`src/hdl/usbcep_pkg.sv`:
```
`default_nettype none
package usbcep_pkg;

    localparam int MAX_PACKET = 64;

    localparam logic [1:0] EVT_BUS_RESET = 2'd0;
    localparam logic [1:0] EVT_SETUP     = 2'd1;
    localparam logic [1:0] EVT_IN_DONE   = 2'd2;
    localparam logic [1:0] EVT_OUT_DONE  = 2'd3;

    localparam logic [7:0] REQ_SET_ADDRESS       = 8'd5;
    localparam logic [7:0] REQ_GET_DESCRIPTOR    = 8'd6;
    localparam logic [7:0] REQ_SET_CONFIGURATION = 8'd9;

    localparam logic [7:0] DT_DEVICE    = 8'd1;
    localparam logic [7:0] DT_CONFIG    = 8'd2;
    localparam logic [7:0] DT_STRING    = 8'd3;
    localparam logic [7:0] DT_QUALIFIER = 8'd6;

    localparam logic [2:0] ACT_NONE    = 3'd0;
    localparam logic [2:0] ACT_SETADDR = 3'd1;
    localparam logic [2:0] ACT_SETCONF = 3'd2;
    localparam logic [2:0] ACT_DATA    = 3'd3;
    localparam logic [2:0] ACT_STATUS  = 3'd4;

    localparam logic [1:0] SEND_NONE  = 2'd0;
    localparam logic [1:0] SEND_ZLP   = 2'd1;
    localparam logic [1:0] SEND_CHUNK = 2'd2;

    localparam logic [2:0] TBL_DEVICE = 3'd0;
    localparam logic [2:0] TBL_CONFIG = 3'd1;
    localparam logic [2:0] TBL_LANG   = 3'd2;

    localparam logic [1:0] CFG_LANG_LEN    = 2'd0;
    localparam logic [1:0] CFG_VENDOR_LEN  = 2'd1;
    localparam logic [1:0] CFG_PRODUCT_LEN = 2'd2;
    localparam logic [1:0] CFG_SERIAL_LEN  = 2'd3;

    localparam logic [7:0] LANG_LEN_RESET    = 8'd4;
    localparam logic [7:0] VENDOR_LEN_RESET  = 8'd38;
    localparam logic [7:0] PRODUCT_LEN_RESET = 8'd50;
    localparam logic [7:0] SERIAL_LEN_RESET  = 8'd26;

    typedef struct packed {
        logic [2:0]  in_action;
        logic        out_rearm;
        logic [15:0] bytes_remaining;
        logic [15:0] read_offset;
        logic [2:0]  active_table;
        logic        toggle_bit;
        logic [7:0]  pending_address;
        logic [7:0]  device_address;
        logic [7:0]  config_value;
    } state_t;

    typedef struct packed {
        logic [1:0]  event_kind;
        logic [7:0]  request_code;
        logic [7:0]  value_low;
        logic [7:0]  value_high;
        logic [15:0] request_length;
    } event_t;

    typedef struct packed {
        logic        arm_endpoint;
        logic [1:0]  send_kind;
        logic [2:0]  table_select;
        logic [15:0] chunk_offset;
        logic [6:0]  chunk_length;
        logic        data_toggle;
        logic [7:0]  current_address;
        logic        address_updated;
        logic [7:0]  configuration;
    } result_t;

endpackage
`default_nettype wire

```
`src/hdl/usb_control_endpoint_sequencer_core.sv`:
```
// an accepted event's result is registered and shown on the m_ side in the next cycle
// throughput: one event per cycle while m_ready holds, the output register frees as it is taken
// each event is decoded against the sequencer state in a single pass
// reset (aresetn low, synchronous): no pending action, address, configuration
// and toggle cleared, string lengths back to their default values
`default_nettype none
module usb_control_endpoint_sequencer_core #(
    parameter int MAX_PACKET_LEN = usbcep_pkg::MAX_PACKET
) (
    input  var logic        aclk,
    input  var logic        aresetn,

    input  var logic        cfg_we,
    input  var logic [1:0]  cfg_index,
    input  var logic [7:0]  cfg_data,

    input  var logic        s_valid,
    output logic            s_ready,
    input  var logic [1:0]  s_event_kind,
    input  var logic [7:0]  s_request_code,
    input  var logic [7:0]  s_value_low,
    input  var logic [7:0]  s_value_high,
    input  var logic [15:0] s_request_length,

    output logic            m_valid,
    input  var logic        m_ready,
    output logic            m_arm_endpoint,
    output logic [1:0]      m_send_kind,
    output logic [2:0]      m_table_select,
    output logic [15:0]     m_chunk_offset,
    output logic [6:0]      m_chunk_length,
    output logic            m_data_toggle,
    output logic [7:0]      m_current_address,
    output logic            m_address_updated,
    output logic [7:0]      m_configuration
);
    import usbcep_pkg::*;

    state_t          state_reg;
    state_t          state_next;
    event_t          evt;
    result_t         result_next;
    result_t         result_reg;
    logic            m_valid_reg;
    logic [3:0][7:0] string_len_reg;
    logic            accept;

    assign s_ready = ~m_valid_reg | m_ready;
    assign accept  = s_valid & s_ready;

    assign evt.event_kind     = s_event_kind;
    assign evt.request_code   = s_request_code;
    assign evt.value_low      = s_value_low;
    assign evt.value_high     = s_value_high;
    assign evt.request_length = s_request_length;

    usbcep_step #(
        .MAX_PACKET_LEN (MAX_PACKET_LEN)
    ) u_step (
        .state      (state_reg),
        .evt        (evt),
        .string_len (string_len_reg),
        .state_next (state_next),
        .result     (result_next)
    );

    always_ff @(posedge aclk) begin
        if (!aresetn) begin
            string_len_reg[CFG_LANG_LEN]    <= LANG_LEN_RESET;
            string_len_reg[CFG_VENDOR_LEN]  <= VENDOR_LEN_RESET;
            string_len_reg[CFG_PRODUCT_LEN] <= PRODUCT_LEN_RESET;
            string_len_reg[CFG_SERIAL_LEN]  <= SERIAL_LEN_RESET;
        end else if (cfg_we) begin
            string_len_reg[cfg_index] <= cfg_data;
        end
    end

    always_ff @(posedge aclk) begin
        if (!aresetn) begin
            state_reg   <= '0;
            m_valid_reg <= 1'b0;
        end else begin
            if (accept) begin
                state_reg   <= state_next;
                m_valid_reg <= 1'b1;
            end else if (m_ready) begin
                m_valid_reg <= 1'b0;
            end
        end
    end

    // result payload, loaded with each accepted transaction
    always_ff @(posedge aclk) begin
        if (accept) begin
            result_reg <= result_next;
        end
    end

    assign m_valid           = m_valid_reg;
    assign m_arm_endpoint    = result_reg.arm_endpoint;
    assign m_send_kind       = result_reg.send_kind;
    assign m_table_select    = result_reg.table_select;
    assign m_chunk_offset    = result_reg.chunk_offset;
    assign m_chunk_length    = result_reg.chunk_length;
    assign m_data_toggle     = result_reg.data_toggle;
    assign m_current_address = result_reg.current_address;
    assign m_address_updated = result_reg.address_updated;
    assign m_configuration   = result_reg.configuration;

endmodule
`default_nettype wire

```
`src/hdl/usbcep_step.sv`:
```
`default_nettype none
module usbcep_step #(
    parameter int MAX_PACKET_LEN = usbcep_pkg::MAX_PACKET
) (
    input  var usbcep_pkg::state_t          state,
    input  var usbcep_pkg::event_t          evt,
    input  var logic [3:0][7:0]             string_len,
    output usbcep_pkg::state_t              state_next,
    output usbcep_pkg::result_t             result
);
    import usbcep_pkg::*;

    localparam logic [15:0] MAX_LEN = 16'(MAX_PACKET_LEN);

    logic        plan_en;
    logic [15:0] plan_rem;
    logic [15:0] plan_off;
    logic [2:0]  plan_table;
    logic        plan_tog;
    logic [6:0]  chunk_len;
    logic [15:0] rest;

    always_comb begin
        plan_en    = 1'b0;
        plan_rem   = state.bytes_remaining;
        plan_off   = state.read_offset;
        plan_table = state.active_table;
        plan_tog   = state.toggle_bit;
        state_next = state;
        result     = '0;

        case (evt.event_kind)
            EVT_BUS_RESET: begin
                state_next.toggle_bit = 1'b0;
            end
            EVT_SETUP: begin
                if (evt.request_code == REQ_SET_CONFIGURATION) begin
                    state_next.config_value = evt.value_low;
                    state_next.toggle_bit   = 1'b1;
                    state_next.in_action    = ACT_SETCONF;
                    result.send_kind        = SEND_ZLP;
                    result.data_toggle      = 1'b1;
                    result.arm_endpoint     = 1'b1;
                end else if (evt.request_code == REQ_SET_ADDRESS) begin
                    state_next.pending_address = evt.value_low;
                    state_next.toggle_bit      = 1'b1;
                    state_next.in_action       = ACT_SETADDR;
                    result.send_kind           = SEND_ZLP;
                    result.data_toggle         = 1'b1;
                    result.arm_endpoint        = 1'b1;
                end else if (evt.request_code == REQ_GET_DESCRIPTOR) begin
                    plan_off = '0;
                    plan_tog = 1'b0;
                    if (evt.value_high == DT_DEVICE) begin
                        plan_en    = 1'b1;
                        plan_table = TBL_DEVICE;
                        plan_rem   = evt.request_length;
                    end else if (evt.value_high == DT_CONFIG) begin
                        plan_en    = 1'b1;
                        plan_table = TBL_CONFIG;
                        plan_rem   = evt.request_length;
                    end else if (evt.value_high == DT_QUALIFIER) begin
                        state_next.toggle_bit = 1'b1;
                        state_next.in_action  = ACT_STATUS;
                        result.send_kind      = SEND_ZLP;
                        result.data_toggle    = 1'b1;
                        result.arm_endpoint   = 1'b1;
                    end else if (evt.value_high == DT_STRING && evt.value_low[7:2] == 6'd0) begin
                        plan_en    = 1'b1;
                        plan_table = TBL_LANG + {1'b0, evt.value_low[1:0]};
                        plan_rem   = {8'd0, string_len[evt.value_low[1:0]]};
                    end
                end
            end
            EVT_IN_DONE: begin
                case (state.in_action)
                    ACT_SETADDR: begin
                        state_next.device_address = state.pending_address;
                        state_next.in_action      = ACT_NONE;
                        result.address_updated    = 1'b1;
                        result.arm_endpoint       = 1'b1;
                    end
                    ACT_SETCONF: begin
                        state_next.in_action = ACT_NONE;
                        result.arm_endpoint  = 1'b1;
                    end
                    ACT_DATA: begin
                        plan_en = 1'b1;
                    end
                    ACT_STATUS: begin
                        state_next.in_action = ACT_NONE;
                        state_next.out_rearm = 1'b1;
                        result.arm_endpoint  = 1'b1;
                    end
                    default: begin
                    end
                endcase
            end
            default: begin
                result.arm_endpoint = state.out_rearm;
            end
        endcase

        chunk_len = (plan_rem > MAX_LEN) ? MAX_LEN[6:0] : plan_rem[6:0];
        rest      = plan_rem - {9'd0, chunk_len};

        if (plan_en) begin
            state_next.active_table    = plan_table;
            state_next.bytes_remaining = rest;
            state_next.toggle_bit      = plan_tog;
            state_next.read_offset     = plan_off;
            if (chunk_len != 7'd0) begin
                state_next.toggle_bit = ~plan_tog;
                result.arm_endpoint   = 1'b1;
                result.send_kind      = SEND_CHUNK;
                result.table_select   = plan_table;
                result.chunk_offset   = plan_off;
                result.chunk_length   = chunk_len;
                result.data_toggle    = ~plan_tog;
            end
            if (rest != 16'd0) begin
                state_next.read_offset = plan_off + {9'd0, chunk_len};
                state_next.in_action   = ACT_DATA;
            end else begin
                state_next.in_action = ACT_STATUS;
            end
        end

        result.current_address = state_next.device_address;
        result.configuration   = state_next.config_value;
    end

endmodule
`default_nettype wire

```
`config.mk`:
```
export PLATFORM = sky130hd
export DESIGN_NAME = usb_control_endpoint_sequencer_core
export DESIGN_NICKNAME = d
export VERILOG_FILES = /design/src/hdl/usbcep_pkg.sv /design/src/hdl/usb_control_endpoint_sequencer_core.sv /design/src/hdl/usbcep_step.sv
export SDC_FILE = /design/constraint.sdc
export NUM_CORES = 1
export LEC_CHECK = 0
export ABC_AREA = 1
export ABC_CLOCK_PERIOD_IN_PS = 4800
export BUFFER_PORTS_ARGS = -buffer_cell sky130_fd_sc_hd__buf_2
export CORE_ASPECT_RATIO = 1.5
export CORE_MARGIN = 10
export CORE_UTILIZATION = 30
export DETAILED_ROUTE_END_ITERATION = 10
export PLACE_DENSITY = 0.55
export RECOVER_POWER = 50
export SETUP_SLACK_MARGIN = 0.1
export SLEW_MARGIN = 20
export SYNTH_ARGS = -nofsm -noshare
export SYNTH_HDL_FRONTEND = slang
export SYNTH_SLANG_ARGS = --single-unit
```
`constraint.sdc`:
```
create_clock -name aclk -period 4.8 [get_ports aclk]
set_clock_uncertainty 0.15 [all_clocks]
set_input_delay 0.96 -clock aclk [delete_from_list [all_inputs] [get_ports aclk]]
set_output_delay 0.96 -clock aclk [all_outputs]
set_load 0.02 [all_outputs]
```
==> flow_summary.yaml <==
outcome:
  status: "finished, final reports clean"
sta:
  upper_clock_frequency_limit_mhz: 232.8
  rsz0062_at_grt: "no"
  report.final.hold_viol_count: 0
  post-route-min-period_ns: 4.295
  final-max-slew-violation-count: 0
  actual_slew_at_the_worst_max_slew_pin_ns: 1.372
  fin_tns_setup_ns: 0
  max-slew-margin-rel: 0.08505
  layout_worst_path_cycle_share: 0.8948
  report.final.setup_viol: 0
critical_path:
  reg_to_reg_setup_timing_slack_ns: 1.34
  timing.reg2reg.worst_path_depth: 25
  rr_startpoint: "string_len_reg[7]"
  worstSetupPathType: "in2reg"
  path_max_fanout: 7
  crit-reg2reg-capture: "state_reg[40]"
  setup.worst_path.end_class: "flip-flop"
  worst_ep_required_time_ns: 4.98
  crit_arrival_ns: 4.48
  startpoint_type: "primary input"
power_and_ir_drop:
  power.ir.vdd_worst_mv: 0.2531
  power.static_leakage_uw: 0.004492
  power-per-cell-area_nw_per_um2: 298.3
  total_power_uw: 2827
routing:
  finalWirelength_um: 22950
  routed.top_layer: "met4"
  wl_met1_um: 9685
  routed-via-count: 7406
  met2RoutedLength_um: 11530
  first_pass_iters: 5
  wl_per_cell_um: 14.35
  dr.first_iter.drc_count: 485
  postRouteAntennaNets: 0
  vias_per_cell: 4.632
  routed-wl-met3_um: 970
  drcViolationCount: 0
yosys:
  synthesis.area_um2: 7797
  synthesis.area_per_instance_um2: 7.037
  netlist_top_cells_area: "sky130_fd_sc_hd__dfxtp_1, sky130_fd_sc_hd__edfxtp_1, sky130_fd_sc_hd__nand2_1, sky130_fd_sc_hd__nor2_1, sky130_fd_sc_hd__inv_1"
  synth-edff-count: 47
  number_of_distinct_library_cell_variants_in_the_gate_level_netlist_after_synthesis: 45
  netlist_instances: 1108
  synth-async-reset-ratio: 0
  synth_largest_type_area_fraction: 0.2490
  synthFlopType: "sky130_fd_sc_hd__dfxtp_1"
  synthesis_stage_register_bit_count: 144
  synthDominantAreaCellType: "sky130_fd_sc_hd__dfxtp_1"
  yosys_warnings: 0
  ys_seq_area_frac: 0.4300
  mappedNetlistNets: 1178
floorplan:
  io-pin-count: 106
  effective_utilization_at_floorplan: 0.3037
  core.rowCount: 72
  die_w_um: 151.6
  fp.coreArea_um2: 25670
  die_y_um: 217.5
  die_area_um2: 32970
finish:
  layout-drive-gt1-share: 0.1572
  largest_register_ff_count: 64
  layout.cells.most_common: "sky130_fd_sc_hd__nand2_1"
  ant_diodes: 0
  num-nets-final: 1323
  final_cell_mix: "sky130_fd_sc_hd__nand2_1, sky130_fd_sc_hd__nor2_1, sky130_fd_sc_hd__inv_1, sky130_fd_sc_hd__dfxtp_1, sky130_fd_sc_hd__o21ai_0"
  area_delta_synth_final_pct: 21.57
clock_network:
  worst_skew_pair.late_latency_ns: 0.45
  clockRootBuffer: "sky130_fd_sc_hd__clkbuf_16"
  clkSinkCount: 144
  cts_tree: "built"
  cts_inserted_buffers: 17
  cts-root-to-sink-buffers: 2
  cts.clk_slew.worst_paths_ns: 0.06
  htree_num_levels: 4
  cts.hold.buffers_added: 0
placement:
  dp_hpwl_um: 17520
  portBuffers: 105
  place.gp.congestion: 0.9016
global_route:
  antenna_violations_before_repair: 0
  via_count_of_the_first_global_routing_pass: 7292
  grt_start_max_net_pins: 59
  grt_first_pass_wirelength_um: 36780
  globalRoute.totalOverflow: 0
  grt_util_overall: 0.1414
hold_path:
  holdPathEnd: "string_len_reg[11]"
  whs_path_depth: 2
  hold_path.class: "reg2reg"
  hold_path.startpoint: "string_len_reg[11]"
run:
  cap_viol_max_count: 0
report_power, final:
part,internal [µW],switching (µW)
logic,78.5,184
registers,1310,17.3
clock network,690,547
worst max-delay path by stage:
stage / startpoint / endpoint / slack [ns] / depth (start not counted)
detailed placement: s_request_code[7] / state_reg[40] / 0.04 / 25
CTS: s_request_code[7] / state_reg[40] / 0.49 / 25
floorplan: s_event_kind[1] / state_reg[40] / 0.11 / 27
global route: s_event_kind[1] / state_reg[43] / 0.07 / 31
global placement: s_value_high[3] / state_reg[42] / 0.1 / 28
finish: s_event_kind[1] / state_reg[40] / 0.50 / 26
timing repair:
action,in CTS,in global routing
resized for setup,0,1
setup endpoints to repair,0,1
setup buffers,0,0
per-layer routing:
layer  track usage  vias to the layer above
met2        0.2476                      139
met1        0.1580                     3373
met3       0.02908                       35
li1              -                     3859
met4       0.06883                        0
met5             0                        -
Yosys cell counts (2+ instances only):
master,instances
sky130_fd_sc_hd__a21oi_1,60
sky130_fd_sc_hd__nor3b_1,2
sky130_fd_sc_hd__edfxtp_1,47
sky130_fd_sc_hd__inv_1,136
sky130_fd_sc_hd__clkbuf_1,26
sky130_fd_sc_hd__o21ai_0,84
sky130_fd_sc_hd__a31oi_1,5
sky130_fd_sc_hd__dfxtp_1,97
sky130_fd_sc_hd__o21bai_1,3
sky130_fd_sc_hd__and2_1,2
sky130_fd_sc_hd__nand2_1,265
sky130_fd_sc_hd__inv_2,15
sky130_fd_sc_hd__o211ai_1,6
sky130_fd_sc_hd__o21ai_1,6
sky130_fd_sc_hd__xnor2_1,4
sky130_fd_sc_hd__nor4_1,2
sky130_fd_sc_hd__or2_2,2
sky130_fd_sc_hd__nand2_4,2
sky130_fd_sc_hd__nand4_1,21
sky130_fd_sc_hd__buf_2,4
sky130_fd_sc_hd__a21o_1,2
sky130_fd_sc_hd__nand3_2,5
sky130_fd_sc_hd__nand3_1,72
sky130_fd_sc_hd__ha_1,12
sky130_fd_sc_hd__nor2_2,13
sky130_fd_sc_hd__nor3_1,21
sky130_fd_sc_hd__buf_4,4
sky130_fd_sc_hd__nand2_2,19
sky130_fd_sc_hd__nor2_1,146
sky130_fd_sc_hd__buf_6,3
sky130_fd_sc_hd__clkinv_1,6
sky130_fd_sc_hd__nor2_4,3
per-stage QoR:
step | hold WS (ns) | setup slack [ns] | cells | utilization | area (µm²)
after floorplan | 0.2787 | 0.1128 | 1108 | - | 7799
after global placement | 0.2868 | 0.09571 | 1567 | 0.3515 | 9025
after detailed placement | 0.2924 | 0.04104 | 1567 | 0.3515 | 9025
after CTS | 0.3044 | 0.4934 | 1599 | 0.3726 | 9567
after global routing | 0.3339 | 0.07497 | 1599 | 0.3692 | 9479
final | 0.3004 | 0.5048 | 1599 | 0.3692 | 9479
critical path: stages:
cell and delay [ns]:
sky130_fd_sc_hd__clkbuf_1 0.11, sky130_fd_sc_hd__inv_1 0.08, sky130_fd_sc_hd__ha_1 0.17, sky130_fd_sc_hd__inv_1 0.10, sky130_fd_sc_hd__nor3_4 0.28, sky130_fd_sc_hd__nand2_2 0.19
sky130_fd_sc_hd__nor2_1 0.14, sky130_fd_sc_hd__inv_1 0.08, sky130_fd_sc_hd__nand2_4 0.08, sky130_fd_sc_hd__nor2_1 0.05, sky130_fd_sc_hd__nand2_1 0.07, sky130_fd_sc_hd__inv_1 0.04
sky130_fd_sc_hd__nand2_1 0.05, sky130_fd_sc_hd__nand2_1 0.05, sky130_fd_sc_hd__nand2_2 0.10, sky130_fd_sc_hd__nor2_1 0.05, sky130_fd_sc_hd__ha_1 0.23, sky130_fd_sc_hd__fa_1 0.44
sky130_fd_sc_hd__a21o_1 0.17, sky130_fd_sc_hd__a21oi_1 0.17, sky130_fd_sc_hd__o21ai_0 0.13, sky130_fd_sc_hd__a21oi_1 0.26, sky130_fd_sc_hd__nor4_1 0.10, sky130_fd_sc_hd__and2_1 0.16
sky130_fd_sc_hd__a21oi_1 0.15, sky130_fd_sc_hd__nor2_1 0.06
area by class of cell:
type / instances / area, µm²
clock buffers: 21 / 460.4
clock inverters: 11 / 81.33
fillers: 2732 / 16200
inverters: 158 / 598.1
multi-input cells: 768 / 3666
flip-flops and latches: 144 / 3353
well taps: 333 / 416.7
repair buffers: 164 / 903.4
cells by family (layout without fill, tap and decap cells):
kind of cell	count (synthesis)	in the layout	synth area share
simple gates	577	577	0.3233
fa+ha+maj	13	13	0.02182
buf+inv	196	354	0.1004
other cells	1	1	0.0004809
xor+xnor	5	5	0.005616
flops	144	144	0.4300
compound gates	172	172	0.1183
(Power assumes the default switching activity.)
